File: src/rtl/hcbd_pkg.sv
// ----------------------------------------------------------------------------
// hcbd_pkg - shared types and constants of the chunked body decoder
// phase and result-kind codes, the parser result bundle, and the header key
// ----------------------------------------------------------------------------
package hcbd_pkg;

  typedef enum logic [1:0] {
    PH_HEADER = 2'd0,
    PH_SIZE   = 2'd1,
    PH_DATA   = 2'd2,
    PH_DONE   = 2'd3
  } phase_t;

  typedef enum logic [1:0] {
    KIND_PAYLOAD     = 2'd0,
    KIND_SIZE        = 2'd1,
    KIND_END         = 2'd2,
    KIND_NOT_CHUNKED = 2'd3
  } kind_t;

  typedef struct packed {
    logic        valid;
    kind_t       kind;
    logic [7:0]  data_byte;
    logic [31:0] chunk_length;
    logic [31:0] total_length;
    logic        last;
  } hcbd_result_t;

  localparam logic [7:0]  CHAR_CR     = 8'h0D;
  localparam logic [7:0]  CHAR_LF     = 8'h0A;
  localparam logic [7:0]  CHAR_COLON  = 8'h3A;
  localparam logic [7:0]  CHAR_SPACE  = 8'h20;
  localparam logic [4:0]  KEY_LEN     = 5'd17;
  localparam logic [55:0] WORD_CHUNKED = 56'h6368756E6B6564;

  // "Transfer-Encoding", one character per position
  function automatic logic [7:0] key_char(input logic [4:0] pos);
    logic [7:0] c;
    unique case (pos)
      5'd0:    c = "T";
      5'd1:    c = "r";
      5'd2:    c = "a";
      5'd3:    c = "n";
      5'd4:    c = "s";
      5'd5:    c = "f";
      5'd6:    c = "e";
      5'd7:    c = "r";
      5'd8:    c = "-";
      5'd9:    c = "E";
      5'd10:   c = "n";
      5'd11:   c = "c";
      5'd12:   c = "o";
      5'd13:   c = "d";
      5'd14:   c = "i";
      5'd15:   c = "n";
      5'd16:   c = "g";
      default: c = 8'h00;
    endcase
    return c;
  endfunction

endpackage

File: src/rtl/hcbd_parser.sv
// ----------------------------------------------------------------------------
// hcbd_parser - per-byte parse state of the chunked body decoder
// holds header, size-line and data state; gives the result of the byte
// offered and advances its state when step is high
// ----------------------------------------------------------------------------
module hcbd_parser
  import hcbd_pkg::*;
#(
  parameter int SZ_W = 32
) (
  input  logic         clk,
  input  logic         rst_n,
  input  logic         step,
  input  logic [7:0]   byte_in,
  output hcbd_result_t res
);

  phase_t            phase_r, phase_nxt;
  logic              prev_cr_r, prev_cr_nxt;
  logic [4:0]        line_pos_r, line_pos_nxt;
  logic              key_match_r, key_match_nxt;
  logic              colon_r, colon_nxt;
  logic              key_enc_r, key_enc_nxt;
  logic [55:0]       window_r, window_nxt;
  logic              chunked_r, chunked_nxt;
  logic [SZ_W-1:0]   size_acc_r, size_acc_nxt;
  logic              closed_r, closed_nxt;
  logic [SZ_W:0]     remain_r, remain_nxt;
  logic [31:0]       total_r, total_nxt;

  logic              line_end;
  logic              is_hex;
  logic [3:0]        hex_val;
  logic [SZ_W+3:0]   acc_shift;
  logic [SZ_W:0]     remain_dec;
  logic [32:0]       total_sum;
  logic [7:0]        lower;
  logic [55:0]       window_shift;

  assign line_end = (byte_in == CHAR_LF) && prev_cr_r;

  always_comb begin
    is_hex  = 1'b1;
    hex_val = 4'd0;
    priority if (byte_in >= "0" && byte_in <= "9") begin
      hex_val = 4'(byte_in - "0");
    end else if (byte_in >= "a" && byte_in <= "f") begin
      hex_val = 4'(byte_in - "a" + 8'd10);
    end else if (byte_in >= "A" && byte_in <= "F") begin
      hex_val = 4'(byte_in - "A" + 8'd10);
    end else begin
      is_hex = 1'b0;
    end
  end

  assign acc_shift    = {size_acc_r, hex_val};
  assign remain_dec   = (remain_r != '0) ? remain_r - 1'b1 : remain_r;
  assign total_sum    = {1'b0, total_r} + {1'b0, 32'(size_acc_r)};
  assign lower        = (byte_in >= "A" && byte_in <= "Z") ? byte_in + 8'd32 : byte_in;
  assign window_shift = {window_r[47:0], lower};

  // next phase
  always_comb begin
    phase_nxt = phase_r;
    unique case (phase_r)
      PH_HEADER: begin
        if (line_end && line_pos_r == 5'd1) begin
          phase_nxt = chunked_r ? PH_SIZE : PH_DONE;
        end
      end
      PH_SIZE: begin
        if (line_end) begin
          phase_nxt = (size_acc_r == '0) ? PH_DONE : PH_DATA;
        end
      end
      PH_DATA: begin
        if (remain_dec == '0) begin
          phase_nxt = PH_SIZE;
        end
      end
      PH_DONE: phase_nxt = PH_DONE;
    endcase
  end

  // result of the byte on offer
  always_comb begin
    res = '0;
    unique case (phase_r)
      PH_HEADER: begin
        if (line_end && line_pos_r == 5'd1 && !chunked_r) begin
          res.valid = 1'b1;
          res.kind  = KIND_NOT_CHUNKED;
        end
      end
      PH_SIZE: begin
        if (line_end) begin
          res.valid = 1'b1;
          if (size_acc_r == '0) begin
            res.kind         = KIND_END;
            res.total_length = total_r;
          end else begin
            res.kind         = KIND_SIZE;
            res.chunk_length = 32'(size_acc_r);
          end
        end
      end
      PH_DATA: begin
        res.valid     = 1'b1;
        res.kind      = KIND_PAYLOAD;
        res.data_byte = byte_in;
        res.last      = (remain_r <= (SZ_W+1)'(1));
      end
      PH_DONE: res = '0;
    endcase
  end

  // data path state
  always_comb begin
    prev_cr_nxt   = prev_cr_r;
    line_pos_nxt  = line_pos_r;
    key_match_nxt = key_match_r;
    colon_nxt     = colon_r;
    key_enc_nxt   = key_enc_r;
    window_nxt    = window_r;
    chunked_nxt   = chunked_r;
    size_acc_nxt  = size_acc_r;
    closed_nxt    = closed_r;
    remain_nxt    = remain_r;
    total_nxt     = total_r;
    unique case (phase_r)
      PH_HEADER: begin
        if (line_end) begin
          prev_cr_nxt  = 1'b0;
          line_pos_nxt = '0;
          if (line_pos_r == 5'd1) begin
            size_acc_nxt = '0;
            closed_nxt   = 1'b0;
          end else begin
            key_match_nxt = 1'b1;
            colon_nxt     = 1'b0;
            key_enc_nxt   = 1'b0;
            window_nxt    = '0;
          end
        end else begin
          if (!colon_r) begin
            if (byte_in == CHAR_COLON) begin
              colon_nxt   = 1'b1;
              key_enc_nxt = key_match_r && (line_pos_r == KEY_LEN);
              window_nxt  = '0;
            end else if (line_pos_r >= KEY_LEN || byte_in != key_char(line_pos_r)) begin
              key_match_nxt = 1'b0;
            end
          end else if (key_enc_r) begin
            window_nxt = window_shift;
            if (window_shift == WORD_CHUNKED) chunked_nxt = 1'b1;
          end
          if (line_pos_r != 5'd31) line_pos_nxt = line_pos_r + 5'd1;
          prev_cr_nxt = (byte_in == CHAR_CR);
        end
      end
      PH_SIZE: begin
        if (line_end) begin
          if (size_acc_r != '0) begin
            total_nxt  = total_sum[32] ? '1 : total_sum[31:0];
            remain_nxt = {1'b0, size_acc_r} + (SZ_W+1)'(2);
          end
        end else begin
          prev_cr_nxt = (byte_in == CHAR_CR);
          if (!closed_r) begin
            if (is_hex) begin
              size_acc_nxt = (acc_shift[SZ_W+3:SZ_W] != 4'd0) ? '1 : acc_shift[SZ_W-1:0];
              line_pos_nxt = 5'd1;
            end else if (line_pos_r == '0 &&
                         (byte_in == CHAR_SPACE || (byte_in >= 8'h09 && byte_in <= 8'h0D))) begin
              // leading white space skipped
            end else begin
              closed_nxt = 1'b1;
            end
          end
        end
      end
      PH_DATA: begin
        remain_nxt = remain_dec;
        if (remain_dec == '0) begin
          prev_cr_nxt  = 1'b0;
          line_pos_nxt = '0;
          size_acc_nxt = '0;
          closed_nxt   = 1'b0;
        end
      end
      PH_DONE: begin
      end
    endcase
  end

  always_ff @(posedge clk) begin
    if (!rst_n) begin
      phase_r     <= PH_HEADER;
      prev_cr_r   <= 1'b0;
      line_pos_r  <= '0;
      key_match_r <= 1'b1;
      colon_r     <= 1'b0;
      key_enc_r   <= 1'b0;
      window_r    <= '0;
      chunked_r   <= 1'b0;
      size_acc_r  <= '0;
      closed_r    <= 1'b0;
      remain_r    <= '0;
      total_r     <= '0;
    end else if (step) begin
      phase_r     <= phase_nxt;
      prev_cr_r   <= prev_cr_nxt;
      line_pos_r  <= line_pos_nxt;
      key_match_r <= key_match_nxt;
      colon_r     <= colon_nxt;
      key_enc_r   <= key_enc_nxt;
      window_r    <= window_nxt;
      chunked_r   <= chunked_nxt;
      size_acc_r  <= size_acc_nxt;
      closed_r    <= closed_nxt;
      remain_r    <= remain_nxt;
      total_r     <= total_nxt;
    end
  end

endmodule

File: src/rtl/http_chunked_body_decoder.sv
// ----------------------------------------------------------------------------
// http_chunked_body_decoder - chunked transfer body decoder, one byte a clock unless stalled
// takes an http response byte stream and yields payload bytes and chunk events
// ----------------------------------------------------------------------------
// usage
//   in_*  : response stream, one byte per transaction in in_tdata
//   out_* : results; out_tuser is the kind (payload, chunk size, end of body,
//           not chunked), out_tlast marks the final byte of a chunk (its
//           trailing cr lf included)
//   header and size-line bytes give no result; the lf closing a size line
//   gives a chunk-size or end-of-body result, the lf closing the headers of a
//   response without chunked encoding gives a not-chunked result
// timing
//   one byte per clock sustained while out_tready stays high; a taken byte is
//   held in the input register and its result is loaded into the output
//   register once that register has room, and is offered from there
//   the per-byte parse state update is the only loop
// reset and stall
//   rst_n (synchronous) returns to the header phase with both registers empty
//   while the receiver holds out_tready low the result is kept; one more byte
//   is taken into the input register, then in_tready drops
//   after end of body or not-chunked every further byte is swallowed
// ----------------------------------------------------------------------------
module http_chunked_body_decoder
  import hcbd_pkg::*;
#(
  parameter int LENGTH_BITS = 32
) (
  input  logic        clk,
  input  logic        rst_n,
  input  logic        in_tvalid,
  output logic        in_tready,
  input  logic [7:0]  in_tdata,   // [7:0] in_byte
  output logic        out_tvalid,
  input  logic        out_tready,
  output logic [71:0] out_tdata,  // [7:0] out_byte, [39:8] chunk_length, [71:40] total_length
  output logic [1:0]  out_tuser,  // [1:0] out_kind
  output logic        out_tlast   // last_of_chunk
);

  // chunk size register width, capped at the 32-bit result field
  localparam int SZ_W = (LENGTH_BITS < 32) ? LENGTH_BITS : 32;

  logic         in_valid_r;
  logic [7:0]   in_byte_r;
  logic         out_valid_r;
  hcbd_result_t out_r;
  hcbd_result_t res;
  logic         advance;

  // the byte in the input register moves on once the output register has room
  assign advance   = in_valid_r && (!out_valid_r || out_tready);
  assign in_tready = !in_valid_r || advance;

  always_ff @(posedge clk) begin
    if (!rst_n) begin
      in_valid_r <= 1'b0;
    end else if (in_tready) begin
      in_valid_r <= in_tvalid;
    end
  end

  always_ff @(posedge clk) begin
    if (in_tready && in_tvalid) begin
      in_byte_r <= in_tdata;
    end
  end

  hcbd_parser #(
    .SZ_W (SZ_W)
  ) u_parser (
    .clk     (clk),
    .rst_n   (rst_n),
    .step    (advance),
    .byte_in (in_byte_r),
    .res     (res)
  );

  // result register; bytes with no result leave it untouched
  always_ff @(posedge clk) begin
    if (!rst_n) begin
      out_valid_r <= 1'b0;
    end else if (advance && res.valid) begin
      out_valid_r <= 1'b1;
    end else if (out_tready) begin
      out_valid_r <= 1'b0;
    end
  end

  always_ff @(posedge clk) begin
    if (advance && res.valid) begin
      out_r <= res;
    end
  end

  assign out_tvalid = out_valid_r;
  assign out_tdata  = {out_r.total_length, out_r.chunk_length, out_r.data_byte};
  assign out_tuser  = out_r.kind;
  assign out_tlast  = out_r.last;

endmodule

File: config.mk
export PLATFORM = sky130hd
export DESIGN_NAME = http_chunked_body_decoder
export DESIGN_NICKNAME = d
export VERILOG_FILES = /design/src/rtl/hcbd_pkg.sv /design/src/rtl/hcbd_parser.sv /design/src/rtl/http_chunked_body_decoder.sv
export SDC_FILE = /design/constraint.sdc
export NUM_CORES = 1
export LEC_CHECK = 0
export ABC_AREA = 0
export BUFFER_PORTS_ARGS = -buffer_cell sky130_fd_sc_hd__buf_2
export CORE_UTILIZATION = 49
export DETAILED_ROUTE_END_ITERATION = 16
export PLACE_DENSITY_LB_ADDON = 0.15
export SYNTH_ARGS = -nofsm -noshare
export SYNTH_HDL_FRONTEND = slang
export SYNTH_HIERARCHICAL = 1
export SYNTH_SLANG_ARGS = --single-unit
File: constraint.sdc
create_clock -name clk -period 7.6 [get_ports clk]
set_input_delay 1.52 -clock clk [delete_from_list [all_inputs] [get_ports clk]]
set_output_delay 1.52 -clock clk [all_outputs]
set_load 0.005 [all_outputs]
==> impl_metrics.ini, run 1 <==
[outcome]
status = finished, final reports clean

[layout]
nets = 1611
drive_gt1_share_pct = 11.25
antenna_cells = 0
mostFrequentLayoutCells = dfxtp_1, nand2_1, o21ai_0
syn2layout_area_growth_pct = 10.53
final_common_cell = dfxtp_1
fillers = 2517

[detailed_routing]
first_pass_iters = 5
routedWlPerCell_um = 18.13
num_vias = 11330
postRouteWirelength_um = 35090
drc = 0
initialDrtViolationCount = 863
antenna_left = 0
avgViaCountPerCell = 5.852

[pwr]
p_leak_nw = 5.500
worst_ir_drop_vdd_v = 0.0001864
power.density_nw_per_um2 = 177.7

[cts]
htree_levels = 1
cts_buffer_depth = 3
cts_setup_buffers = 0
postCtsResizedCells = 0
clock-sinks = 250
insertion_delay_ns = 0.53
path_clk_slew_ns = 0.06
cts-root-buf = clkbuf_16
cts_inserted_buffers = 27
cts_hold_buf = 0
cts_tree = yes

[timing]
finalClockSkew_ns = 0.01253
tightest_slew_ns = 1.304
slew_violations = 0
hold_viol = 0
slew-limit-headroom_pct = 13.08
setup_viol = 0
min_period_over_period_pct = 68.65
fin_tns_setup_ns = 0
clock.fmax_ghz = 0.1917
rsz0062_at_grt = no
min_period_ns = 5.217
fin_ws_ns = 2.383

[synth]
synth-simple-area-share_pct = 22.14
synthFlopType = dfxtp_1
synth_mux_area_share_pct = 0.4733
synth_xor_area_share_pct = 4.587
async_reset_ff_share_pct = 0
synth-seq-cells = 250
ys_types = 90
synth_top_family_by_area = simple AND/OR/NAND/NOR gates
synth_edf_count = 83
syn_inst = 1517
synth-compound-area-share_pct = 21.13
postSynthAreaPerCell_sq_um = 9.062
synth_area_sq_um = 13750
ys_seq_area_share_pct = 42.45
synth_warnings = 6
yosys.area_share.adder_pct = 5.061
synth_nets = 1584

[critical_path]
crit_path_end_kind = flop
reg2reg_depth = 13
critPathRequiredTime_ns = 8.06
worstSetupPathType = flop to flop
reg2reg_from = u_parser/remain_r[26]
worstPathArrival_ns = 5.68
rr_endpoint = u_parser/size_acc_r[2]
start_kind = flop
cp_max_fo = 32
regToRegSetupSlack_ns = 2.38

[grt]
grt_max_degree = 84
overflow = 0
antenna_found_initial = 0
grt_pass1_vias = 10580
grt_pass1_wl_um = 56060
grt.total_usage_pct = 24.25

[job]
max-cap-violations = 0

[floorplanning]
die_w_um = 169.5
start_util_pct = 50.45
ioPinCount = 89
dieArea_sq_um = 28730
rows = 60
core_sq_um = 27250
die_h_um = 169.5

[placement]
dp_slack_ns = 1.972
numPortBuffers = 88
dpl.hpwl_um = 23220
finalWeightedCongestion = 0.8954

[worst_hold_path]
hold_depth = 1
whs_endpoint = u_parser/key_match_r
hp-start = u_parser/key_match_r
hold_class = flop to flop
[critical path, cell delays in order (launching register included)]
cell	delay, ns
dfxtp_1	0.35
or4_1	0.57
or4_1	0.47
nor4_4	0.60
buf_4	0.34
nor4_1	0.09
xor2_1	0.17
nor4_2	0.53
a32o_2	0.30
nand2_1	0.09
a21o_1	0.21
and2b_1	0.95
o311ai_0	0.28
a21boi_0	0.20
[layout make-up]
class,instances,area (sq um),share of cell area (%)
multi-input cells,1124,7372,48.52
flip-flops and latches,250,5836,38.41
clock buffers,36,729.5,4.801
repair buffers,102,548.0,3.607
well taps,372,465.4,3.063
inverters,39,151.4,0.9964
clock inverters,13,92.59,0.6094
[worst max path at each step]
stage	cells past startpoint	start	slack [ns]	end
6_report	13	u_parser/remain_r[26]	2.38	u_parser/size_acc_r[2]
4_1_cts	13	u_parser/remain_r[26]	2.45	u_parser/size_acc_r[2]
2_1_floorplan	10	in_byte_r[6]	1.99	out_tdata[0]
3_3_place_gp	14	out_tready	2.10	u_parser/size_acc_r[2]
3_5_place_dp	14	out_tready	1.97	u_parser/size_acc_r[2]
5_1_grt	13	u_parser/remain_r[16]	2.02	u_parser/size_acc_r[14]
[cell usage after synthesis, drive strengths merged, types with 7 or more instances]
master	n	share of area, %
xnor2	32	2.0
buf	9	0.46
nand2	136	3.7
nor2b	64	3.0
nand3	44	1.6
or4	12	0.66
and3	13	0.59
o22ai	11	0.50
a21o	21	1.1
and4	8	0.51
a21boi	52	2.8
o21a	11	0.60
dfxtp	167	24
nor2	83	2.3
ha	54	4.9
o31ai	7	0.38
and2	78	3.5
or3	7	0.35
xor2	40	2.5
a21oi	84	3.1
inv	39	1.1
o211ai	45	2.5
o21ai	97	3.5
a22oi	53	2.9
clkbuf	95	2.6
nor3	30	1.2
nor4	29	1.6
nand4	21	0.96
edfxtp	83	18
nand2b	9	0.46
[power by group]
| group | switching (mW) | internal (mW) | total (mW) | leakage [nW] |
|---|---|---|---|---|
| Sequential | 0.0114 | 1.38 | 1.39 | 1.98 |
| Clock | 0.526 | 0.704 | 1.23 | 0.387 |
| Combinational | 0.0441 | 0.0339 | 0.0780 | 3.13 |
[layer usage]
layer	vias up	GRT usage (%)	share of wire, %
li1	5568	-	-
met5	-	0	0
met2	308	40.38	46
met3	75	3.125	4.7
met4	0	8.735	3.4
met1	5379	32.25	45
[logic make-up (layout without fill, tap and decap cells)]
kind of cell / after synthesis / after routing
simple gates: 561 / 561
compound gates: 430 / 430
flops: 250 / 250
buf+inv: 143 / 190
xor+xnor: 72 / 72
fa+ha+maj: 55 / 55
mux: 6 / 6
[per-stage QoR]
step	cells	hold slack (ns)	utilization, %	power [mW]	area, sq um
3_3_place_gp	1887	0.4334	52.74	1.498	14370
4_1_cts	1936	0.4483	55.76	2.731	15190
5_1_grt	1936	0.4649	55.76	2.788	15190
6_report	1936	0.4459	55.76	2.700	15190
2_1_floorplan	1517	0.4183	-	1.479	13750
3_5_place_dp	1887	0.4342	52.74	1.499	14370
[flip-flops by register name (all words and copies together), names as in the netlist, 2 cells and up, named ones only]
register and flops:
out_tdata 72, u_parser/window_r 48, u_parser/remain_r 33, u_parser/size_acc_r 32, u_parser/total_r 32, in_byte_r 8
u_parser/line_pos_r 5, out_tuser 2, u_parser/phase_r 2
No activity file was read; power rests on OpenSTA's default activity.
==> inputs of run 2 (changes only) <==
==> constraint.sdc (replaced) <==
create_clock -name clk -period 5.45 [get_ports clk]
set_input_delay 1.09 -clock clk [delete_from_list [all_inputs] [get_ports clk]]
set_output_delay 1.09 -clock clk [all_outputs]
set_load 0.005 [all_outputs]
==> run 2 against run 1 <==
Against the previous run:
- via count rose by 0.70%
- worst hold slack got worse by 0.00099 ns
- power is 52% higher
==> impl_metrics.ini, run 2 (synthesized netlist as in run 1, its figures left out) <==
[pwr]
p_leak_nw = 5.623
worst_ir_drop_vdd_v = 0.0002366
power.density_nw_per_um2 = 265.9

[detailed_routing]
first_pass_iters = 5
avgViaCountPerCell = 5.872
initialDrtViolationCount = 790
postRouteWirelength_um = 34840
drc = 0
antenna_left = 0
routedWlPerCell_um = 17.93
num_vias = 11410

[grt]
grt_pass1_vias = 10700
grt_pass1_wl_um = 55880
overflow = 0
antenna_found_initial = 1
grt.total_usage_pct = 24.18
grt_max_degree = 92

[floorplanning]
die_w_um = 169.5
rows = 60
dieArea_sq_um = 28730
start_util_pct = 50.45
ioPinCount = 89
die_h_um = 169.5
core_sq_um = 27250

[cts]
path_clk_slew_ns = 0.06
cts-root-buf = clkbuf_16
cts_buffer_depth = 3
cts_setup_buffers = 0
insertion_delay_ns = 0.54
htree_levels = 1
cts_inserted_buffers = 28
cts_hold_buf = 0
clock-sinks = 250
postCtsResizedCells = 0
cts_tree = yes

[critical_path]
critPathRequiredTime_ns = 5.87
crit_family = simple AND/OR/NAND/NOR gates
worst_path_max_delay_cell = nor4_4
start_kind = flop
cp_cell_sequence = or4_1 -> or4_1 -> nor4_4 -> buf_4 -> or4_1 -> nand4_1 -> nor4_4 -> a32oi_4 -> nor2_4 -> a2bb2oi_4 -> inv_2 -> ha_1 -> a22o_1 -> a222oi_1 -> o21ai_1
max_stage_delay_ns = 0.59
worstSetupPathType = flop to flop
worstPathArrival_ns = 5.10
timing.critical_path.buf_inv = 2
crit_path_end_kind = flop
cp_max_fo = 12
crit_path_frequent_cell = or4_1

[layout]
nets = 1615
drive_gt1_share_pct = 12.17
final_common_cell = dfxtp_1
largest_reg_flops = 72
fillers = 2467
multiInputGateArea_sq_um = 7372
seq_area_sq_um = 5836
syn2layout_area_growth_pct = 12.31
mostFrequentLayoutCells = dfxtp_1, nand2_1, o21ai_0

[timing]
tightest_slew_ns = 1.235
clock.fmax_ghz = 0.2139
fin_tns_setup_ns = 0
hold_viol = 0
rsz0062_at_grt = no
setup_viol = 0
slew-limit-headroom_pct = 17.38
min_period_over_period_pct = 85.80
min_period_ns = 4.676
finalClockSkew_ns = 0.008947
slew_violations = 0
whs_ns = 0.4449

[outcome]
status = finished, final reports clean

[job]
max-cap-violations = 0

[placement]
numPortBuffers = 88
dpl.hpwl_um = 23480
finalWeightedCongestion = 0.8923

[worst_hold_path]
hold_class = flop to flop
[run 2: area by class of cell]
class / count / area share, %
multi-input cells: 1124 / 47.75
flip-flops and latches: 250 / 37.80
clock buffers: 37 / 5.292
repair buffers: 105 / 3.776
well taps: 372 / 3.015
clock inverters: 15 / 1.378
inverters: 39 / 0.9806
diodes: 1 / 0.01621
[run 2: routing by layer]
| layer | share of wire (%) | up-vias | global-route usage [%] |
|---|---|---|---|
| met2 | 47 | 333 | 40.97 |
| met3 | 5.3 | 61 | 3.125 |
| met4 | 2.8 | 0 | 8.304 |
| met1 | 45 | 5437 | 31.71 |
| li1 | - | 5578 | - |
| met5 | 0 | - | 0 |
[run 2: per-stage QoR]
stage | instances | cell area, sq um | setup slack (ns) | power (mW) | util [%]
floorplan | 1517 | 13750 | 1.098 | 2.063 | -
global placement | 1890 | 14410 | 0.7313 | 2.090 | 52.87
detailed placement | 1890 | 14410 | 0.6330 | 2.092 | 52.87
CTS | 1942 | 15440 | 0.8146 | 4.150 | 56.65
global route | 1942 | 15440 | 0.4728 | 4.236 | 56.65
finish | 1943 | 15440 | 0.7740 | 4.105 | 56.66
[run 2: report_power, final]
group / internal [mW] / switching, mW
sequential: 1.93 / 0.0165
clock: 1.29 / 0.764
combinational: 0.0474 / 0.0625
[run 2: worst paths after layout]
| path | start | to | slack [ns] | cells past startpoint |
|---|---|---|---|---|
| worst max register to register | u_parser/remain_r[26] | flop | 0.77 | 15 |
| worst min-delay path | u_parser/key_match_r | u_parser/key_match_r | 0.44 | 1 |
| worst max-delay path | u_parser/remain_r[26] | flop | 0.77 | 15 |
| worst min register to register | u_parser/key_match_r | u_parser/key_match_r | 0.44 | 1 |
